--- config.mk ---
export PLATFORM = sky130hd
export DESIGN_NAME = hts_front
export DESIGN_NICKNAME = d
export VERILOG_FILES = /design/src/hw/rtl/hts_pkg.sv /design/src/hw/rtl/hts_front.sv
export SDC_FILE = /design/constraint.sdc
export NUM_CORES = 1
export LEC_CHECK = 0
export BUFFER_PORTS_ARGS = -buffer_cell sky130_fd_sc_hd__buf_2
export CORE_AREA = 3 3 54 44
export DETAILED_ROUTE_END_ITERATION = 8
export DIE_AREA = 0 0 57 47
export GPL_ROUTABILITY_DRIVEN = 0
export PLACE_DENSITY_LB_ADDON = 0.12
export SLEW_MARGIN = 10
export SYNTH_ARGS = -nofsm -noshare
export SYNTH_HDL_FRONTEND = slang
export SYNTH_SLANG_ARGS = --single-unit
--- constraint.sdc ---
create_clock -name vclk -period 1.3
set_input_delay 0.26 -clock vclk [all_inputs]
set_output_delay 0.26 -clock vclk [all_outputs]
set_load 0.02 [all_outputs]
--- src/hw/rtl/hts_pkg.sv ---
package hts_pkg;

    localparam int GRID_SIZE_DEFAULT = 128;
    localparam int ALT_SHIFT_DEFAULT = 3;

    localparam int CMD_DEPTH = 2;
    localparam int OUT_DEPTH = 8;
    localparam int RES_CNT_W = $clog2(OUT_DEPTH + 1);

    localparam logic [7:0] KERB_RESET = 8'd32;
    localparam logic [8:0] FRAC_ONE = 9'h100;
    localparam logic [7:0] FRAC_MASK = 8'hff;
    localparam int HEIGHT_MAX = 32767;
    localparam int HEIGHT_MIN = -32768;
    localparam logic signed [15:0] NO_FLOOR_HEIGHT = -16'sd32767;

    typedef enum logic {
        OP_WRITE = 1'b0,
        OP_QUERY = 1'b1
    } op_t;

    typedef enum logic [0:0] {
        CFG_NO_FLOOR   = 1'b0,
        CFG_KERB_DEPTH = 1'b1
    } cfg_index_t;

    typedef struct packed {
        op_t                operation;
        logic signed [15:0] pos_x;
        logic signed [15:0] pos_z;
        logic [6:0]         cell_col;
        logic [6:0]         cell_row;
        logic signed [7:0]  cell_alt;
        logic               cell_sink;
    } item_t;

    typedef struct packed {
        logic signed [15:0] height;
        logic               on_map;
    } result_t;

    typedef struct packed {
        op_t               operation;
        logic              on_grid;
        logic              wr_ok;
        logic [7:0]        x;
        logic [7:0]        z;
        logic [7:0]        xf;
        logic [7:0]        zf;
        logic signed [7:0] alt;
        logic              sink;
    } cmd_t;

endpackage

--- src/hw/rtl/hts_front.sv ---
module hts_front #(
    parameter int GRID_SIZE = hts_pkg::GRID_SIZE_DEFAULT
) (
    input  hts_pkg::item_t item,
    input  logic           push,
    output logic           full,
    input  logic           clr_busy,
    input  logic           cmd_full,
    output logic           cmd_push,
    output hts_pkg::cmd_t  cmd
);

    logic signed [7:0] mx, mz;
    logic              on_grid;

    assign mx = item.pos_x[15:8];
    assign mz = item.pos_z[15:8];

    assign on_grid = (mx >= 8'sd0) && (32'(mx) <= GRID_SIZE - 2)
                  && (mz >= 8'sd0) && (32'(mz) <= GRID_SIZE - 2);

    assign full     = cmd_full || clr_busy;
    assign cmd_push = push && !full;

    always_comb
    begin
        cmd.operation = item.operation;
        cmd.on_grid   = on_grid;
        cmd.wr_ok     = (32'(item.cell_col) < GRID_SIZE) && (32'(item.cell_row) < GRID_SIZE);
        cmd.xf        = item.pos_x[7:0] & hts_pkg::FRAC_MASK;
        cmd.zf        = item.pos_z[7:0] & hts_pkg::FRAC_MASK;
        cmd.alt       = item.cell_alt;
        cmd.sink      = item.cell_sink;
        case (item.operation)
            hts_pkg::OP_WRITE:
            begin
                cmd.x = {1'b0, item.cell_col};
                cmd.z = {1'b0, item.cell_row};
            end
            hts_pkg::OP_QUERY:
            begin
                cmd.x = mx;
                cmd.z = mz;
            end
            default:
            begin
                cmd.x = '0;
                cmd.z = '0;
            end
        endcase
    end

endmodule

# Yosys cells after proc, flatten, opt, wreduce, memory -nomap -nowiden
# Cells that the tools add are included.
# totals
reg_bits	0
input_bits	59
output_inout_bits	46
elab_cells	12
# op_classes
order_cmp	4
mux	1
bitwise_logic	1
n_reduce_logical	6
# op_table
operator	n
16-bit case mux with 2 select lines	1
8-bit by 1-bit >= comparator with 1-bit output (second input constant)	2
8-bit <= comparator (second input constant)	2
1-bit logical AND	4
1-bit logical NOT	1
1-bit logical OR	1
1-bit inverter	1

# Depth between registers and ports, before layout
# Gate-level depths: netlist of the first run.
# logic_depth
word_depth	4
ltp_mapped	4
ltp_nobuf	3

# Least setup slack after synthesis of the first run
# No wires, ideal clock.
# synth_path
kind	input port to output port
startpoint	input clr_busy
endpoint	output cmd_push
arrival_time_ns	0.920
required_time_ns	1.040
setup_slack_ns	0.120
stages	2
n_path_buf	0
cell_sequence	or2_2 > nor2_1
# synth_via
elab_chain_cells	3
# synth_rtl
item	line_no	source
from (decl)	hts_front.sv:7	input logic clr_busy,
1-bit logical OR	hts_front.sv:22	assign full = cmd_full || clr_busy;
1-bit logical NOT	hts_front.sv:23	assign cmd_push = push && !full;
1-bit logical AND	hts_front.sv:23	
to (decl)	hts_front.sv:9	output logic cmd_push,
# No other way between the ends.

==> flow_summary.html, run 1 <==
<table>
<tr><th>Metric</th><th>Value</th></tr>
<tr><th colspan="2">Timing</th></tr>
<tr><td>Post-route worst setup slack</td><td>0.0257 ns</td></tr>
<tr><td>Final Hold Fails</td><td>0</td></tr>
<tr><td>Final setup vio count</td><td>0</td></tr>
<tr><td>Setup repair after global routing missed its margin</td><td>no</td></tr>
<tr><td>Post-layout minimum cycle time</td><td>1.27 ns</td></tr>
<tr><td>Number of max-slew violations in the final report</td><td>0</td></tr>
<tr><td>Peak clock frequency supported by timing</td><td>785 MHz</td></tr>
<tr><td>Fraction of the cycle the final worst path needs</td><td>98.0%</td></tr>
<tr><td>Total negative slack</td><td>0 ns</td></tr>
<tr><th colspan="2">Power</th></tr>
<tr><td>Part of the power in combinational logic</td><td>100.0%</td></tr>
<tr><td>Power dissipated by switching net loads</td><td>around 120 µW</td></tr>
<tr><td>Proportion of total power due to net switching</td><td>46.7%</td></tr>
<tr><td>Cell-internal power</td><td>134 µW</td></tr>
<tr><td>Part of the power in registers</td><td>0%</td></tr>
<tr><td>Lkg Pwr</td><td>0.366 nW</td></tr>
<tr><td>Max rail drop VDD</td><td>0.148 mV</td></tr>
<tr><td>Power per cell area</td><td>between 300 and 400 nW/µm²</td></tr>
<tr><td>Portion of total power attributed to the clock network</td><td>0%</td></tr>
<tr><th colspan="2">Floorplan</th></tr>
<tr><td>Overall die area</td><td>2680 µm²</td></tr>
<tr><td>Row count</td><td>14</td></tr>
<tr><td>Height of the die</td><td>47 µm</td></tr>
<tr><td>Effective utilization at floorplan</td><td>25.8%</td></tr>
<tr><td>Core Box Area</td><td>1930 µm²</td></tr>
<tr><td>Die Span X</td><td>57 µm</td></tr>
<tr><td>I/O pin cnt</td><td>between 100 and 150</td></tr>
<tr><th colspan="2">Cells and area</th></tr>
<tr><td>Post-layout net count</td><td>145</td></tr>
<tr><td>Area occupied by registers</td><td>0 µm²</td></tr>
<tr><td>Synthesis-to-finish area growth</td><td>26.9%</td></tr>
<tr><td>Diodes inserted</td><td>0</td></tr>
<tr><td>Final-layout clock buffer total</td><td>0</td></tr>
<tr><td>FILL cells</td><td>213</td></tr>
<tr><td>Ratio of cells with drive above 1 in the final layout</td><td>88.1%</td></tr>
<tr><td>Share of the core filled with cells</td><td>32.8%</td></tr>
<tr><td>Count of flip-flops and latches</td><td>0</td></tr>
<tr><th colspan="2">Setup path</th></tr>
<tr><td>Slowest cell delay on critical path</td><td>approximately 0.32 ns</td></tr>
<tr><td>Setup Crit Path Kind</td><td>in -&gt; out</td></tr>
<tr><td>Ordered cell list for the critical path</td><td>buf_4, clkbuf_16, mux2_2, buf_4</td></tr>
<tr><td>Worst-path cell with the longest stage delay</td><td>sky130_fd_sc_hd__mux2_2</td></tr>
<tr><td>Worst endpoint required time</td><td>roughly 1.0 ns</td></tr>
<tr><td>Family with the most delay on the worst path</td><td>buffers and inverters</td></tr>
<tr><td>Most frequent cell on the critical path</td><td>sky130_fd_sc_hd__buf_4</td></tr>
<tr><td>Critical path startpoint category</td><td>primary input</td></tr>
<tr><td>Setup crit end kind</td><td>primary output</td></tr>
<tr><td>Arrival time of data at the critical path endpoint</td><td>about 1 ns</td></tr>
<tr><td>Largest fanout of any net on the critical path</td><td>4</td></tr>
<tr><td>Number of buffers and inverters on the critical path</td><td>3</td></tr>
<tr><th colspan="2">Placed design</th></tr>
<tr><td>Number of input and output port buffers inserted</td><td>between 50 and 60</td></tr>
<tr><td>Setup slack after placement</td><td>between 0.015 and 0.02 ns</td></tr>
<tr><td>Half-perimeter wire length after placement</td><td>slightly above 1000 µm</td></tr>
<tr><th colspan="2">GRT</th></tr>
<tr><td>Overall overflow remaining after global route</td><td>0</td></tr>
<tr><td>Via count of the first global-routing pass</td><td>329</td></tr>
<tr><td>Global-route wire length before repair</td><td>around 1600 µm</td></tr>
<tr><td>Largest net degree at the start of global routing</td><td>18</td></tr>
<tr><td>Number of antenna violations at the first check in global routing</td><td>0</td></tr>
<tr><td>Total routing usage reported by global routing</td><td>7.07%</td></tr>
<tr><th colspan="2">Min path</th></tr>
<tr><td>Type of the most critical hold path</td><td>in -&gt; out</td></tr>
<tr><th colspan="2">Drt</th></tr>
<tr><td>Drc violations</td><td>0</td></tr>
<tr><td>Post-DR wirelength/cell</td><td>11.5 µm</td></tr>
<tr><td>Pre-Repair DR Iteration Count</td><td>2</td></tr>
<tr><td>Number of DRC markers in iteration 0</td><td>2</td></tr>
<tr><td>Total routed wirelength</td><td>1240 µm</td></tr>
<tr><td>Vias after detailed routing</td><td>431</td></tr>
<tr><td>DR vias/cell</td><td>3.99</td></tr>
<tr><td>Antenna violation net count after detailed routing</td><td>0</td></tr>
<tr><th colspan="2">Synth</th></tr>
<tr><td>Sequential element share of the synthesized area</td><td>0%</td></tr>
<tr><td>Mapped Nets</td><td>116</td></tr>
<tr><td>Count of unique library cells instantiated by Yosys</td><td>13</td></tr>
<tr><td>Post-synthesis instance total</td><td>57</td></tr>
<tr><td>Mapped Area</td><td>498 µm²</td></tr>
<tr><td>Mapped Avg Cell Area</td><td>8.74 µm²</td></tr>
<tr><td>Yosys synthesis warning count</td><td>0</td></tr>
<tr><th colspan="2">Run status</th></tr>
<tr><td>Outcome</td><td>finished clean</td></tr>
<tr><th colspan="2">Clock tree</th></tr>
<tr><td>Setup Fix Bufs, Post-CTS</td><td>0</td></tr>
<tr><th colspan="2">Run</th></tr>
<tr><td>Maxcap violations</td><td>0</td></tr>
</table>
cells by family (layout without fill, tap and decap cells):
kind of cell  Yosys count  count (layout)  share of synthesized area [%]
buf+inv                31              58                           49.2
mux                    14              14                           37.7
simple gates           11              11                           12.3
other cells             1               1                          0.753
through the flow:
step                      hold WS (ns)  total power [mW]  cell area (µm²)  instances
after detailed placement         0.520             0.235              577        106
final                            0.520             0.251              632        108
after global routing             0.520             0.269              632        108
after CTS                        0.520             0.235              577        106
after floorplan                  0.633             0.260              498         57
after global placement           0.520             0.233              577        106
cells in the final DEF, fill, tap and decap left out:
| cell | netlist | final |
|---|---|---|
| sky130_fd_sc_hd__nor4_1 | 1 | 1 |
| sky130_fd_sc_hd__or2_2 | 1 | 1 |
| sky130_fd_sc_hd__buf_12 | 1 | 1 |
| sky130_fd_sc_hd__and2_2 | 2 | 2 |
| sky130_fd_sc_hd__buf_2 | 0 | 52 |
| sky130_fd_sc_hd__nand4_1 | 2 | 2 |
| sky130_fd_sc_hd__conb_1 | 1 | 1 |
| sky130_fd_sc_hd__mux2_4 | 8 | 8 |
| sky130_fd_sc_hd__mux2_2 | 6 | 6 |
| sky130_fd_sc_hd__nand3_1 | 2 | 2 |
| sky130_fd_sc_hd__buf_4 | 28 | 2 |
| sky130_fd_sc_hd__clkbuf_16 | 0 | 2 |
| sky130_fd_sc_hd__inv_1 | 1 | 1 |
| sky130_fd_sc_hd__nor2_1 | 3 | 3 |
layer usage:
layer / GRT usage [%] / wire (µm) / up-vias
met3: 1.65 / 199 / 6
li1: - / - / 217
met2: 10.0 / 564 / 36
met4: 3.24 / 12 / 0
met5: 0 / 0 / -
met1: 10.1 / 461 / 172
power by group through the flow:
stage	Combinational [mW]	Clock (mW)	Sequential, mW
detailed placement	0.235	0	0
finish	0.251	0	0
global route	0.269	0	0
global placement	0.233	0	0
floorplan	0.260	0	0
CTS	0.235	0	0
area by class of cell:
class | instances | area [µm²] | area share [%]
tap | 24 | 30.0 | 4.75
timing repair buffer | 57 | 345 | 54.7
multi-input combinational | 26 | 253 | 40.0
inverter | 1 | 3.75 | 0.594
repair_timing:
item	4_1_cts	5_1_grt
endpoints found under the setup margin	0	3
hold buffers	0	0
gates resized for setup	0	3
cells in the mapped netlist, drive strengths merged:
cell	count	area, µm²
buf	30	241
mux2	14	188
nor2	3	11.3
and2	2	15.0
nand3	2	10.0
nand4	2	12.5
conb	1	3.75
inv	1	3.75
nor4	1	6.26
or2	1	6.26
final timing paths:
path / cells after the start / end / slack, ns / from
setup / recovery: 4 / cmd[26] / 0.03 / item[55]
hold / removal: 0 / cmd[10] / 0.52 / item[24]
Power figures use the tool's default switching activity.
==> run 2: changes to the inputs <==
- CORE_AREA: 3 3 54 44 -> 3 3 43 55
- DIE_AREA: 0 0 57 47 -> 0 0 46 58
==> run 2 against run 1 <==
  * Worst setup slack improved by 0.00081 ns
  * Count of clock-buffer cells in the layout did not move
  * Design area fell by 0.20%
  * Hold slack did not move
  * Maximum frequency barely moved
  * Critical path type unchanged
  * Largest power group unchanged
==> flow_summary.html, run 2 (synthesis results as in run 1) <==
<table>
<tr><th>Metric</th><th>Value</th></tr>
<tr><th colspan="2">Run status</th></tr>
<tr><td>Outcome</td><td>finished clean (unchanged)</td></tr>
<tr><th colspan="2">Timing</th></tr>
<tr><td>Fraction of the cycle the final worst path needs</td><td>98.0% (about the same)</td></tr>
<tr><td>Total negative slack</td><td>0 ns (unchanged)</td></tr>
<tr><td>Number of max-slew violations in the final report</td><td>0 (unchanged)</td></tr>
<tr><td>Worst hold slack across all endpoints</td><td>0.520 ns (unchanged)</td></tr>
<tr><td>Post-route worst setup slack</td><td>0.0265 ns (was 0.0257 ns)</td></tr>
<tr><td>Setup repair after global routing missed its margin</td><td>no (unchanged)</td></tr>
<tr><td>Final Hold Fails</td><td>0 (unchanged)</td></tr>
<tr><td>Final setup vio count</td><td>0 (unchanged)</td></tr>
<tr><td>Peak clock frequency supported by timing</td><td>785 MHz (about the same)</td></tr>
<tr><td>Post-layout minimum cycle time</td><td>1.27 ns (about the same)</td></tr>
<tr><th colspan="2">Run</th></tr>
<tr><td>Maxcap violations</td><td>0 (unchanged)</td></tr>
<tr><th colspan="2">Power</th></tr>
<tr><td>Power consumption</td><td>250 µW (was 251 µW)</td></tr>
<tr><td>Lkg Pwr</td><td>0.366 nW (about the same)</td></tr>
<tr><td>Max rail drop VDD</td><td>0.117 mV (was 0.148 mV)</td></tr>
<tr><td>Power per cell area</td><td>397 nW/µm² (about the same)</td></tr>
<tr><th colspan="2">Min path</th></tr>
<tr><td>Type of the most critical hold path</td><td>in -&gt; out (unchanged)</td></tr>
<tr><td>Launch instance of the worst min-delay path</td><td>item[26] (was item[24])</td></tr>
<tr><td>Hold EP</td><td>cmd[12] (was cmd[10])</td></tr>
<tr><td>Hold path cells</td><td>0 (unchanged)</td></tr>
<tr><th colspan="2">Setup path</th></tr>
<tr><td>Worst endpoint required time</td><td>1.04 ns (about the same)</td></tr>
<tr><td>Critical path startpoint category</td><td>primary input (unchanged)</td></tr>
<tr><td>Arrival time of data at the critical path endpoint</td><td>1.01 ns (about the same)</td></tr>
<tr><td>Setup Crit Path Kind</td><td>in -&gt; out (unchanged)</td></tr>
<tr><td>Slowest cell delay on critical path</td><td>0.29 ns (was 0.32 ns)</td></tr>
<tr><td>Ordered cell list for the critical path</td><td>buf_4, clkbuf_16, mux2_4, buf_2 (was buf_4, clkbuf_16, mux2_2, buf_4)</td></tr>
<tr><td>Worst-path cell with the longest stage delay</td><td>sky130_fd_sc_hd__mux2_4 (was sky130_fd_sc_hd__mux2_2)</td></tr>
<tr><td>Largest fanout of any net on the critical path</td><td>8 (was 4)</td></tr>
<tr><td>Setup crit end kind</td><td>primary output (unchanged)</td></tr>
<tr><th colspan="2">Drt</th></tr>
<tr><td>Total routed wirelength</td><td>1270 µm (was 1240 µm)</td></tr>
<tr><td>Antenna violation net count after detailed routing</td><td>0 (unchanged)</td></tr>
<tr><td>DR vias/cell</td><td>4.42 (was 3.99)</td></tr>
<tr><td>Drc violations</td><td>0 (unchanged)</td></tr>
<tr><td>Pre-Repair DR Iteration Count</td><td>2 (unchanged)</td></tr>
<tr><td>Post-DR wirelength/cell</td><td>12.2 µm (was 11.5 µm)</td></tr>
<tr><td>Vias after detailed routing</td><td>460 (was 431)</td></tr>
<tr><td>Number of DRC markers in iteration 0</td><td>1 (was 2)</td></tr>
<tr><th colspan="2">Floorplan</th></tr>
<tr><td>Overall die area</td><td>2670 µm² (was 2680 µm²)</td></tr>
<tr><td>Die Span X</td><td>46 µm (was 57 µm)</td></tr>
<tr><td>Effective utilization at floorplan</td><td>25.7% (was 25.8%)</td></tr>
<tr><td>Row count</td><td>18 (was 14)</td></tr>
<tr><td>Core Box Area</td><td>1940 µm² (was 1930 µm²)</td></tr>
<tr><td>I/O pin cnt</td><td>105 (unchanged)</td></tr>
<tr><td>Height of the die</td><td>58 µm (was 47 µm)</td></tr>
<tr><th colspan="2">GRT</th></tr>
<tr><td>Largest net degree at the start of global routing</td><td>18 (unchanged)</td></tr>
<tr><td>Global-route wire length before repair</td><td>1630 µm (was 1590 µm)</td></tr>
<tr><td>Total routing usage reported by global routing</td><td>7.49% (was 7.07%)</td></tr>
<tr><td>Number of antenna violations at the first check in global routing</td><td>0 (unchanged)</td></tr>
<tr><td>Via count of the first global-routing pass</td><td>422 (was 329)</td></tr>
<tr><td>Overall overflow remaining after global route</td><td>0 (unchanged)</td></tr>
<tr><th colspan="2">Cells and area</th></tr>
<tr><td>Area occupied by registers</td><td>0 µm² (unchanged)</td></tr>
<tr><td>Diodes inserted</td><td>0 (unchanged)</td></tr>
<tr><td>Ratio of cells with drive above 1 in the final layout</td><td>89.3% (was 88.1%)</td></tr>
<tr><td>Post-layout net count</td><td>145 (unchanged)</td></tr>
<tr><td>Synthesis-to-finish area growth</td><td>26.6% (was 26.9%)</td></tr>
<tr><td>Number of standard cells in the final layout excluding fillers</td><td>104 (was 108)</td></tr>
<tr><td>Final Cell Area</td><td>631 µm² (was 632 µm²)</td></tr>
<tr><td>Count of flip-flops and latches</td><td>0 (unchanged)</td></tr>
<tr><td>Share of the core filled with cells</td><td>32.6% (was 32.8%)</td></tr>
<tr><td>Most common cell after layout, fill and taps aside</td><td>sky130_fd_sc_hd__buf_2 (unchanged)</td></tr>
<tr><td>Most used cells in the layout excluding fill and tap cells</td><td>sky130_fd_sc_hd__buf_2 (53), sky130_fd_sc_hd__mux2_4 (8), sky130_fd_sc_hd__mux2_2 (6) (was sky130_fd_sc_hd__buf_2 (52), sky130_fd_sc_hd__mux2_4 (8), sky130_fd_sc_hd__mux2_2 (6))</td></tr>
<tr><td>FILL cells</td><td>213 (unchanged)</td></tr>
<tr><td>Final-layout clock buffer total</td><td>0 (unchanged)</td></tr>
<tr><th colspan="2">Placed design</th></tr>
<tr><td>Number of input and output port buffers inserted</td><td>54 (unchanged)</td></tr>
<tr><td>Placed Cells incl. Taps</td><td>102 (was 106)</td></tr>
<tr><td>Half-perimeter wire length after placement</td><td>1040 µm (was 1020 µm)</td></tr>
<tr><td>Placed instance area</td><td>572 µm² (was 577 µm²)</td></tr>
<tr><td>Setup slack after placement</td><td>0.0130 ns (was 0.0195 ns)</td></tr>
<tr><th colspan="2">Clock tree</th></tr>
<tr><td>CTS hold repair buffers</td><td>0 (unchanged)</td></tr>
</table>
[run 2: layout make-up]
type               instances  area [µm²]  share of cell area (%)
inverters                  1        3.75                   0.595
multi-input cells         26         259                    41.1
well taps                 20        25.0                    3.97
repair buffers            57         343                    54.4
[run 2: repair_timing]
| action | 4_1_cts | 5_1_grt |
|---|---|---|
| endpoints found under the setup margin | 0 | 5 |
| resized for setup | 0 | 3 |
| buffers inserted | 0 | 0 |
[run 2: power by group]
| part | internal (mW) | switching, mW |
|---|---|---|
| Combinational | 0.133 | 0.117 |
| Sequential | 0 | 0 |
| Clock | 0 | 0 |
[run 2: worst max-delay path by stage]
stage          startpoint  endpoint
3_5_place_dp     item[55]   cmd[38]
3_3_place_gp     item[55]   cmd[38]
4_1_cts          item[55]   cmd[38]
6_report         item[55]   cmd[33]
2_1_floorplan    clr_busy  cmd_push
5_1_grt          item[55]   cmd[27]
[run 2: critical path, delay by kind of cell]
kind	cells	cell delay [ns]
buf+inv	3	0.46
mux	1	0.29
[run 2: metal layers]
metal | GRT usage (%) | up-vias | share of wire [%]
met5 | 0 | - | 0
met4 | 2.03 | 0 | 1.8
met3 | 1.55 | 8 | 19
met2 | 14.6 | 49 | 47
met1 | 7.48 | 187 | 33
li1 | - | 216 | -
