`config.mk`:
```
export PLATFORM = sky130hd
export DESIGN_NAME = hts_fifo
export DESIGN_NICKNAME = d
export VERILOG_FILES = /design/src/hw/rtl/hts_fifo.sv
export SDC_FILE = /design/constraint.sdc
export NUM_CORES = 1
export LEC_CHECK = 0
export BUFFER_PORTS_ARGS = -buffer_cell sky130_fd_sc_hd__buf_2
export CAP_MARGIN = 0
export CELL_PAD_IN_SITES_DETAIL_PLACEMENT = 0
export CELL_PAD_IN_SITES_GLOBAL_PLACEMENT = 1
export CORE_MARGIN = 3
export CORE_UTILIZATION = 40
export DETAILED_ROUTE_END_ITERATION = 6
export PLACE_DENSITY = 0.87
export SLEW_MARGIN = 20
export SYNTH_ARGS = -nofsm -noshare
export SYNTH_HDL_FRONTEND = slang
export SYNTH_SLANG_ARGS = --single-unit
export TNS_END_PERCENT = 20
```
`constraint.sdc`:
```
create_clock -name clk -period 3.6 [get_ports clk]
set_clock_uncertainty 0.1 [all_clocks]
set_input_delay 0.72 -clock clk [delete_from_list [all_inputs] [get_ports clk]]
set_output_delay 0.72 -clock clk [all_outputs]
set_load 0.03 [all_outputs]
```
`src/hw/rtl/hts_fifo.sv`:
```
module hts_fifo #(
    parameter int WIDTH = 8,
    parameter int DEPTH = 2,
    localparam int PTRW = (DEPTH > 1) ? $clog2(DEPTH) : 1,
    localparam int CNTW = $clog2(DEPTH + 1)
) (
    input  logic             clk,
    input  logic             rst_n,
    input  logic             push,
    input  logic [WIDTH-1:0] din,
    output logic             full,
    input  logic             pop,
    output logic [WIDTH-1:0] dout,
    output logic             empty,
    output logic [CNTW-1:0]  count
);

    logic [WIDTH-1:0] mem [DEPTH];
    logic [PTRW-1:0]  wr_ptr_reg, wr_ptr_next;
    logic [PTRW-1:0]  rd_ptr_reg, rd_ptr_next;
    logic [CNTW-1:0]  count_reg, count_next;
    logic             do_push, do_pop;

    assign full    = (count_reg == CNTW'(DEPTH));
    assign empty   = (count_reg == '0);
    assign count   = count_reg;
    assign dout    = mem[rd_ptr_reg];
    assign do_push = push && !full;
    assign do_pop  = pop && !empty;

    always_comb
    begin
        wr_ptr_next = wr_ptr_reg;
        rd_ptr_next = rd_ptr_reg;
        count_next  = count_reg;
        if (do_push)
        begin
            wr_ptr_next = (wr_ptr_reg == PTRW'(DEPTH - 1)) ? '0 : wr_ptr_reg + 1'b1;
        end
        if (do_pop)
        begin
            rd_ptr_next = (rd_ptr_reg == PTRW'(DEPTH - 1)) ? '0 : rd_ptr_reg + 1'b1;
        end
        if (do_push && !do_pop)
        begin
            count_next = count_reg + 1'b1;
        end
        else if (do_pop && !do_push)
        begin
            count_next = count_reg - 1'b1;
        end
    end

    always_ff @(posedge clk or negedge rst_n)
    begin
        if (!rst_n)
        begin
            wr_ptr_reg <= '0;
            rd_ptr_reg <= '0;
            count_reg  <= '0;
        end
        else
        begin
            wr_ptr_reg <= wr_ptr_next;
            rd_ptr_reg <= rd_ptr_next;
            count_reg  <= count_next;
        end
    end

    always_ff @(posedge clk)
    begin
        if (do_push)
        begin
            mem[wr_ptr_reg] <= din;
        end
    end

endmodule

```
# --- After elaboration in Yosys (flattened, before gate mapping) ---
# Memories as Yosys holds them, arrays and structs flattened.
# Cells that the tools add are included.
# Widths: inputs -> output; s select.
word_totals:
  regBits: 4
  latchBits: 0
  ram_bits: 16
  mem_bits_ro: 0
  in_bits: 12
  out_inout_bits: 12
  elab_cells: 25
  mem_count: 1
mem_list:
  columns: ["memory", "words", "word_bits", "read_ports", "rd_ports_with_merged_regs", "write_ports", "line_no", "rtl"]
  rows:
  - ["mem", 2, 8, 1, 0, 1, "18", "logic [WIDTH-1:0] mem [DEPTH];"]
classes:
  addsub: 4
  n_mul: 0
  n_div: 0
  n_lt_le_gt_ge: 0
  n_eq_ne: 1
  n_shift: 0
  n_mux: 6
  bitwise_logic: 0
  n_reduce_logical: 10
op_table:
  columns: ["operator", "count"]
  rows:
  - ["$logic_and 1x1->1", 4]
  - ["$logic_not 1->1", 4]
  - ["$mux 1", 4]
  - ["$mux 2", 2]
  - ["$add 1x1->1 const B", 2]
  - ["$add 2x1->2 const B", 1]
  - ["$eq 2x2->1 const B", 1]
  - ["$logic_not 2->1", 1]
  - ["$reduce_bool 2->1", 1]
  - ["$sub 2x1->2 const B", 1]

# --- Depth between registers and ports, before layout ---
# Gate-level depths: netlist of the first run.
depth:
  word_depth: 7
  mapped_depth: 7
  depth_no_buf: 7

# --- Worst setup path before layout of the first run ---
# Ideal clock, no wire load.
synth_timing:
  kind: "reg-to-output"
  from: "reg count_reg[0] (netlist: count[0])"
  to: "out empty"
  arrival_ps: 987
  t_required_ps: 2780
  path_slack_ps: 1793
  stages_incl_launch_ff: 2
  path_buffers: 0
  path_cell_list: "dfrtp_1 > nor2_1"
synth_between:
  elab_chain_len: 1
synth_lines:
  columns: ["item", "line_no", "rtl"]
  rows:
  - ["start, declared", "21", "logic [CNTW-1:0] count_reg, count_next;"]
  - ["start signal, assigned", "66", "count_reg <= count_next;"]
  - ["$logic_not 2->1", "25", "assign empty = (count_reg == '0);"]
  - ["end, declared", "14", "output logic empty,"]
# No other way between the ends.

# --- Final worst setup path of the first run ---
layout_timing:
  from: "reg rd_ptr_reg"
  to: "out dout[2]"
layout_between:
  elab_chain_len: 1
layout_lines:
  columns: ["item", "line_no", "rtl"]
  rows:
  - ["start, declared", "20", "logic [PTRW-1:0] rd_ptr_reg, rd_ptr_next;"]
  - ["start signal, assigned", "65", "rd_ptr_reg <= rd_ptr_next;"]
  - ["$mem_v2 2x8", null, null]
  - ["end, declared", "13", "output logic [WIDTH-1:0] dout,"]
# No other way between the ends.

==> results of run 1 <==
where the power goes:
group          internal, mW  switching, mW  total, mW
sequential            0.323         0.0513      0.375
combinational         0.127          0.222      0.349
clock                 0.112         0.0659      0.178
total                 0.563          0.339      0.902
cell type report:
class | instances | area, sq um
Sequential cell | 20 | 581
Multi-Input combinational cell | 21 | 189
Timing Repair Buffer | 23 | 115
Tap cell | 25 | 31.3
Fill cell | 154 | 807
Clock buffer | 3 | 22.5
Clock inverter | 1 | 30.0
Inverter | 2 | 7.51
worst max path at each step:
stage	slack [ns]	from	cells past startpoint	to
2_1_floorplan	1.79	count[0]$_DFFE_PN0P_	1	empty
3_3_place_gp	1.68	rd_ptr_reg$_DFFE_PN0P_	2	dout[2]
3_5_place_dp	1.66	rd_ptr_reg$_DFFE_PN0P_	2	dout[2]
4_1_cts	1.30	rd_ptr_reg$_DFFE_PN0P_	2	dout[2]
5_1_grt	1.22	rd_ptr_reg$_DFFE_PN0P_	2	dout[2]
6_report	1.32	rd_ptr_reg$_DFFE_PN0P_	2	dout[2]
cell families (layout without fill, tap and decap cells):
group           count (synthesis)  after routing  synth area share
fa+ha+maj                       1              1            0.0160
mux                             8              8             0.115
compound gates                  1              1           0.00639
simple gates                    6              6            0.0384
buf+inv                         3             29            0.0160
xor+xnor                        5              5            0.0656
flops                          20             20             0.742
layout by cell type (no fill, tap or decap), drive strengths merged:
master	Yosys	layout
buf	1	23
edfxtp	16	16
mux2	8	8
dfrtp	4	4
nor2	3	3
clkbuf	0	3
xnor2	3	3
inv	2	2
xor2	2	2
nand2b	1	1
nand2	1	1
o21ai	1	1
and3	1	1
ha	1	1
bufinv	0	1
critical path: cells and delay by family (launching register included):
| kind | cells | cell delay, ns |
|---|---|---|
| muxes | 1 | 0.40 |
| buffers and inverters | 1 | 0.18 |
| DFF | 1 | 0.59 |
layer usage:
layer	routed length [microns]	GRT usage	part of all wire
met5	0	0	0
met4	9	0.0553	0.0075
met3	106	0.0326	0.089
met2	584	0.174	0.49
met1	496	0.117	0.41
stage by stage:
step	hold WS, ns	cells	util	setup slack (ns)
floorplan	0.324	44	-	1.79
global placement	0.402	91	0.518	1.68
detailed placement	0.409	91	0.518	1.66
CTS	0.101	95	0.547	1.30
global route	0.0854	95	0.547	1.22
finish	0.107	95	0.547	1.32
==> flow_summary_export.csv, run 1 <==
group,metric,value,unit
run_status,status,"complete, no violations",
timing,rsz0062_at_grt,"false",
worst_setup_path,crit_path_top_delay_cell,"dfrtp_1",
floorplan,chipWidth,50.2,microns
worst_setup_path,r2r_end,"mem[0][5]$_DFFE_PP_",
power,p_leak,0.410,nW
timing,tns,0,ns
synthesis,synth_seq_cells,20,
final_layout,drive_above_1_share,0.443,
placed_design,gp_congestion,0.636,
synthesis,avgSynthCellArea,17.8,sq um
floorplan,dieArea,2520,sq um
synthesis,yosysUniqueCellTypes,15,
drt,drc,0,
clock_tree,root_buffer,"clkbuf_4",
timing,timing.fmax,439,MHz
clock_tree,hold_buffers,0,
clock_tree,cts_resized,0,
worst_setup_path,r2r_cells,3,
worst_setup_path,required,2.78,ns
clock_tree,ctsLongestPathBuffers,2,
clock_tree,cts_sinks,20,
global_routing,grtUsageTotal,0.104,
final_layout,nNetsFinal,84,
timing,slew_violations,0,
synthesis,synth_flop_cell,"edfxtp_1",
clock_tree,cts_tree,"yes",
worst_setup_path,crit_type,"register to primary output",
worst_setup_path,crit_chain,"mux2_2 -> buf_2",
power,pwr_density_cell,924,nW/um^2
final_layout,fin_area,976,sq um
worst_setup_path,start_kind,"register",
drt,postRouteAntennaNets,0,
synthesis,ys_seq_area_frac,0.742,
global_routing,grt_start_max_net_pins,13,
timing,hold_viol_final,0,
clock_tree,cts_max_level,1,
floorplan,dieHeight,50.2,microns
worst_setup_path,rrSetupSlack,1.84,ns
worst_setup_path,crit_fanout,9,
final_layout,largest_reg_flops,16,
placed_design,placed_cell_area,923,sq um
drt,drtPass1Iterations,4,
synthesis,synth_top_cell_by_area,"edfxtp_1",
worst_setup_path,crit-reg2reg-launch,"count[0]$_DFFE_PN0P_",
floorplan,coreArea,1780,sq um
worst_setup_path,crit_path_end_kind,"primary output",
min_path,min_path_type,"primary input to asynchronous set/reset pin",
power,vdd_drop_max,546,uV
global_routing,first_global_vias,437,
final_layout,syn2layout_area_growth,24.8,%
timing,worst_slew_pin_slew,0.710,ns
synthesis,synthTopCellsByCount,"edfxtp_1, mux2_1, dfrtp_1",
drt,vias_per_cell,4.55,
synthesis,ys_top_cells_by_area,"edfxtp_1, dfrtp_1, mux2_1, mux2_2, xnor2_1",
synthesis,synth_edf_count,16,
timing,period_share,0.632,
floorplan,floorplan.rows,15,
worst_setup_path,max_stage_delay,0.59,ns
synthesis,ys_warn_count,0,
clock_tree,clock_latency,0.29,ns
clock_tree,cts_setup_buffers,0,
drt,postRouteWirelength,1200,microns
synthesis,synth_most_common_cell,"edfxtp_1",
floorplan,ios,24,
timing,maxSlewHeadroom,0.525,
drt,drtIter0Drc,1,
synthesis,syn_inst,44,
synthesis,synth_top_area_frac,0.614,
floorplan,initial_core_util,0.439,
clock_tree,clk_pin_slew,0.11,ns
synthesis,syn-cell-area,782,sq um
timing,period_minus_slack,2.28,ns
synthesis,ys_async_sr_fraction,0.200,
global_routing,globalRouteOverflowTotal,0,
global_routing,grt_pass1_wl,1880,microns
synthesis,syn-num-nets,57,
worst_setup_path,cp_data_arrival_time,1.46,ns
global_routing,antenna_found_initial,0,
drt,wl_per_cell,12.6,microns
power,total_power,0.902,mW
job,maxCapViolCount,0,
drt,vias,432,
final_layout,n_antenna_cell,0,
placed_design,port_buffers,23,
clock_tree,cts-buffers-inserted,3,
timing,setup_viol,0,
Power figures use the tool's default switching activity.
==> run 2, diff against run 1 <==
ABC_AREA = 1   (was default)
CORE_UTILIZATION = 33   (was 40)
PLACE_DENSITY = 0.82   (was 0.87)
clock period = 2 ns   (was 3.6 ns; I/O delays follow)
==> flow_summary_export.csv, run 2 <==
group,metric,value,unit
run_status,status,"complete, no violations",
final_layout,final_cells,129,
synthesis,ys_async_sr_fraction,0.200,
placed_design,port_buffers,23,
final_layout,post-route-util,0.439,
power,pwr_density_cell,1560,nW/um^2
global_routing,first_global_vias,537,
drt,wl_per_cell,10.5,microns
worst_setup_path,crit_path_end_kind,"primary output",
synthesis,avgSynthCellArea,11.1,sq um
synthesis,syn-num-nets,86,
timing,rsz0062_at_grt,"false",
power,p_int,0.859,mW
floorplan,dieArea,3080,sq um
power,vdd_drop_max,991,uV
worst_setup_path,start_kind,"register",
job,maxCapViolCount,0,
final_layout,drive_above_1_share,0.297,
timing,worst_slew_pin_slew,0.357,ns
synthesis,synth_top_area_frac,0.594,
timing,setup_slack,0.162,ns
drt,postRouteAntennaNets,0,
synthesis,synth_edf_count,16,
timing,tns,0,ns
clock_tree,cts_setup_buffers,0,
worst_setup_path,crit_type,"register to primary output",
timing,maxSlewHeadroom,0.762,
drt,vias,566,
final_layout,mostFrequentLayoutCells,"nand2_1, buf_2, edfxtp_1",
drt,drc,0,
synthesis,muxShareOfSynthArea,0,
synthesis,synth_flop_cell,"edfxtp_1",
clock_tree,ctsLongestPathBuffers,2,
power,p_clk_frac,0.119,
worst_setup_path,path_depth,4,
floorplan,coreArea,2280,sq um
timing,whs,0.185,ns
timing,hold_viol_final,0,
drt,postRouteWirelength,1350,microns
worst_setup_path,max_stage_delay,0.52,ns
clock_tree,clock_latency,0.29,ns
synthesis,syn_inst,73,
power,p_leak,0.478,nW
timing,setup_viol,0,
synthesis,ys_seq_area_frac,0.717,
drt,vias_per_cell,4.39,
clock_tree,cts_max_level,1,
power,seq_power_share,0.426,
worst_setup_path,cp_top_family,"flip-flops",
synthesis,ys_warn_count,0,
min_path,holdPathStages,1,
global_routing,grtUsageTotal,0.0964,
synthesis,synth-simple-area-share,0.201,
worst_setup_path,r2r_cells,6,
synthesis,synth_top_family_by_area,"simple AND/OR/NAND/NOR gates",
power,sw_frac_of_total,0.450,
floorplan,dieHeight,55.5,microns
timing,period_minus_slack,1.84,ns
worst_setup_path,crit_path_top_delay_cell,"dfrtp_1",
synthesis,synth_compound_area_frac,0.0124,
worst_setup_path,path_buf_inv,2,
placed_design,gp_congestion,0.674,
power,total_power,1.56,mW
worst_setup_path,cpMostUsedCell,"nand2_1",
floorplan,initial_core_util,0.356,
synthesis,ys_top_cells_by_area,"edfxtp_1, nand2_1, dfrtp_1, inv_1, ha_1",
synthesis,yosys.area_share.adder,0.0155,
placed_design,pre_cts_ws,0.462,ns
global_routing,antenna_found_initial,0,
final_layout,n_antenna_cell,0,
worst_setup_path,cp_data_arrival_time,1.34,ns
final_layout,fin_area,998,sq um
final_layout,final_common_cell,"nand2_1",
final_layout,syn2layout_area_growth,23.3,%
synthesis,syn-cell-area,810,sq um
clock_tree,cts_tree,"yes",
final_layout,largest_reg_flops,16,
synthesis,synth_most_common_cell,"nand2_1",
synthesis,synth_xor_area_frac,0.0108,
placed_design,dp_cells,124,
global_routing,globalRouteOverflowTotal,0,
clock_tree,root_buffer,"clkbuf_4",
timing,timing.fmax,544,MHz
clock_tree,cts_resized,0,
floorplan,ios,24,
timing,period_share,0.919,
clock_tree,cts_sinks,20,
timing,slew_violations,0,
synthesis,synth_seq_cells,20,
placed_design,placed_cell_area,962,sq um
drt,drtPass1Iterations,4,
clock_tree,clk_pin_slew,0.10,ns
synthesis,synth_top_cell_by_area,"edfxtp_1",
floorplan,floorplan.rows,17,
drt,drtIter0Drc,9,
global_routing,grt_start_max_net_pins,12,
floorplan,chipWidth,55.5,microns
power,p_sw,0.703,mW
min_path,min_path_type,"primary input to register",
placed_design,dpl.hpwl,1040,microns
synthesis,yosysUniqueCellTypes,14,
synthesis,synthTopCellsByCount,"nand2_1, edfxtp_1, inv_1",
final_layout,nNetsFinal,115,
worst_setup_path,required,1.50,ns
global_routing,grt_pass1_wl,2330,microns
power,combPwrFrac,0.455,
clock_tree,cts-buffers-inserted,3,
clock_tree,hold_buffers,1,
worst_setup_path,crit_fanout,10,
worst_setup_path,crit_chain,"inv_2 -> nand2_1 -> nand2_1 -> buf_2",
run 2: cell count changes after synthesis, moves of 2 or more:
cell	previous run	this run
mux2_1	6	0
o21ai_0	0	2
nand2_1	0	33
nor2_2	0	2
xor2_1	2	0
mux2_2	2	0
inv_1	2	7
run 2: worst paths after layout:
path	end	slack [ns]	startpoint
worst max-delay path	dout[4]	0.16	rd_ptr_reg$_DFFE_PN0P_
worst min-delay path	mem[0][2]$_DFFE_PP_	0.19	din[2]
worst max register to register	count[1]$_DFFE_PN0P_	0.44	count[0]$_DFFE_PN0P_
worst min register to register	wr_ptr_reg$_DFFE_PN0N_	0.39	wr_ptr_reg$_DFFE_PN0N_
max in group asynchronous	rd_ptr_reg$_DFFE_PN0P_	1.34	rst_n
min in group asynchronous	wr_ptr_reg$_DFFE_PN0N_	0.32	rst_n
run 2: power groups by stage:
stage / Clock (mW) / Combinational [mW] / Sequential (mW)
floorplan: 0 / 0.511 / 0.674
global placement: 0 / 0.717 / 0.669
detailed placement: 0 / 0.722 / 0.674
CTS: 0.197 / 0.726 / 0.664
global route: 0.221 / 0.791 / 0.680
finish: 0.186 / 0.711 / 0.665
run 2: cells by family after synthesis:
kind of cell | count (synthesis)
xor gates and xnor gates | 1
DFF | 20
AOI/OAI and AO/OA | 2
buffers and inverters | 9
adders and majority gates | 1
and+or+nand+nor | 40
run 2: worst register-to-register path, delay by kind of cell (launching register included):
kind            cells  cell delay (ns)
fa+ha+maj           1             0.31
buf+inv             1             0.08
flops               1             0.48
compound gates      1             0.30
simple gates        3             0.19
run 2: area by class of cell:
| type | instances | area, sq um |
|---|---|---|
| Tap cell | 28 | 35.0 |
| Clock inverter | 1 | 3.75 |
| Inverter | 8 | 30.0 |
| Fill cell | 231 | 1280 |
| Timing Repair Buffer | 25 | 133 |
| Clock buffer | 3 | 22.5 |
| Multi-Input combinational cell | 44 | 194 |
| Sequential cell | 20 | 581 |
run 2: layer usage:
metal	wire, microns	global-route usage	share of wire
met2	625	0.145	0.46
met4	23	0.0417	0.017
met3	100	0.0304	0.074
met1	606	0.127	0.45
met5	0	0	0
==> run 3, diff against run 2 <==
ABC_AREA = default   (was 1)
CORE_UTILIZATION = 35   (was 33)
==> flow_summary_export.csv, run 3 (same netlist as run 1, synthesis figures left out) <==
group,metric,value,unit
final_layout,nFillCells,192,
clock_tree,clk_pin_slew,0.11,ns
drt,postRouteWirelength,1140,microns
drt,vias_per_cell,4.33,
final_layout,final_cells,99,
power,total_power,1.63,mW
final_layout,final-seq-area,582,sq um
global_routing,grt_pass1_wl,1750,microns
clock_tree,cts_sinks,20,
drt,drtIter0Drc,5,
timing,period_share,0.913,
floorplan,initial_core_util,0.383,
drt,route.met3.wl,97,microns
min_path,min_path_type,"primary input to register",
worst_setup_path,max_stage_delay,0.51,ns
placed_design,dp_cells,94,
timing,maxSlewHeadroom,0.742,
timing,setup_viol,0,
floorplan,coreArea,2040,sq um
final_layout,largest_reg_flops,16,
timing,worst_slew_pin_slew,0.387,ns
global_routing,globalRouteOverflowTotal,0,
worst_setup_path,crit_path_top_delay_cell,"dfrtp_2",
floorplan,chipWidth,53.3,microns
clock_tree,ctsLongestPathBuffers,2,
worst_setup_path,startpoint,"rd_ptr_reg$_DFFE_PN0P_",
worst_setup_path,required,1.50,ns
worst_setup_path,crit_path_end_kind,"primary output",
worst_setup_path,path_buf_inv,1,
worst_setup_path,cp_top_family,"flip-flops",
global_routing,antenna_found_initial,0,
drt,vias,429,
floorplan,ios,24,
timing,period_minus_slack,1.83,ns
worst_setup_path,start_kind,"register",
final_layout,n_antenna_cell,0,
drt,dr_wl_met2,505,microns
placed_design,dpl.hpwl,822,microns
final_layout,final_common_cell,"buf_2",
final_layout,multi_input_area,189,sq um
placed_design,port_buffers,23,
final_layout,mostFrequentLayoutCells,"buf_2, edfxtp_1, mux2_1",
timing,slew_violations,0,
global_routing,first_global_vias,402,
run_status,status,"complete, no violations",
worst_setup_path,cp_data_arrival_time,1.33,ns
final_layout,drive_above_1_share,0.458,
floorplan,floorplan.rows,16,
clock_tree,clock_latency,0.29,ns
global_routing,grtUsageTotal,0.0895,
worst_setup_path,crit_chain,"mux2_2 -> buf_2",
clock_tree,cts_max_level,1,
clock_tree,cts_setup_buffers,0,
clock_tree,cts-buffers-inserted,3,
final_layout,post-route-util,0.488,
timing,hold_viol_final,0,
min_path,holdCritStartpoint,"din[5]",
final_layout,nNetsFinal,86,
timing,tns,0,ns
job,maxCapViolCount,0,
drt,wl_per_cell,11.5,microns
timing,timing.fmax,548,MHz
timing,whs,0.188,ns
clock_tree,cts_tree,"yes",
timing,rsz0062_at_grt,"false",
power,pwr_density_cell,1630,nW/um^2
drt,drc,0,
worst_setup_path,crit-reg2reg-launch,"count[0]$_DFFE_PN0P_",
worst_setup_path,crit_type,"register to primary output",
drt,highest_layer,"met4",
placed_design,gp_congestion,0.642,
drt,wl_met1,524,microns
power,vdd_drop_max,895,uV
worst_setup_path,crit_fanout,9,
floorplan,dieHeight,53.3,microns
power,p_leak,0.418,nW
global_routing,grt_start_max_net_pins,13,
floorplan,dieArea,2840,sq um
drt,drtPass1Iterations,3,
clock_tree,root_buffer,"clkbuf_4",
drt,postRouteAntennaNets,0,
final_layout,syn2layout_area_growth,27.5,%
[run 3: cell types whose count changed in the layout (fill, tap and decap cells not counted), sizes merged, moves of 2 or more]
cell	before	now
inv	8	2
xnor2	1	3
xor2	0	2
nand2	33	1
mux2	0	8
[run 3: timing repair]
| item | in CTS | in global routing |
|---|---|---|
| gates resized for setup | 0 | 1 |
| endpoints found under the hold margin | 4 | 0 |
| hold buffers | 1 | 0 |
| endpoints found under the setup margin | 0 | 7 |
[run 3: report_power, final]
group	leakage (nW)	total, mW	switching (mW)	internal [mW]
Sequential	0.194	0.678	0.0941	0.584
Combinational	0.196	0.637	0.399	0.238
Clock	0.0279	0.316	0.113	0.202
Total	0.418	1.63	0.606	1.02
[run 3: final cells by class]
class	count	area share
inverter	2	0.00753
clock inverter	1	0.0301
tap	27	0.0339
clock buffer	3	0.0226
timing repair buffer	25	0.133
multi-input combinational	21	0.189
sequential	20	0.583
[run 3: final timing paths]
kind                       depth (start not counted)                     end  slack, ns
setup / recovery                                   2                 dout[7]       0.17
max in group asynchronous                          2  rd_ptr_reg$_DFFE_PN0P_       1.33
setup reg to reg                                   7    count[1]$_DFFE_PN0P_       0.42
hold / removal                                     1     mem[0][5]$_DFFE_PP_       0.19
hold reg to reg                                    1  wr_ptr_reg$_DFFE_PN0N_       0.44
min in group asynchronous                          2    count[1]$_DFFE_PN0P_       0.32
[run 3: metal layers]
metal	vias up	GRT usage
met5	-	0
met4	0	0.0638
met3	2	0.0310
met2	17	0.122
met1	194	0.116
li1	216	-
[run 3: through the flow]
step           worst slack, ns  area (sq um)
3_3_place_gp             0.395           933
6_report                 0.174           997
5_1_grt                 0.0996           997
2_1_floorplan            0.286           782
4_1_cts                 0.0494           996
3_5_place_dp             0.377           933
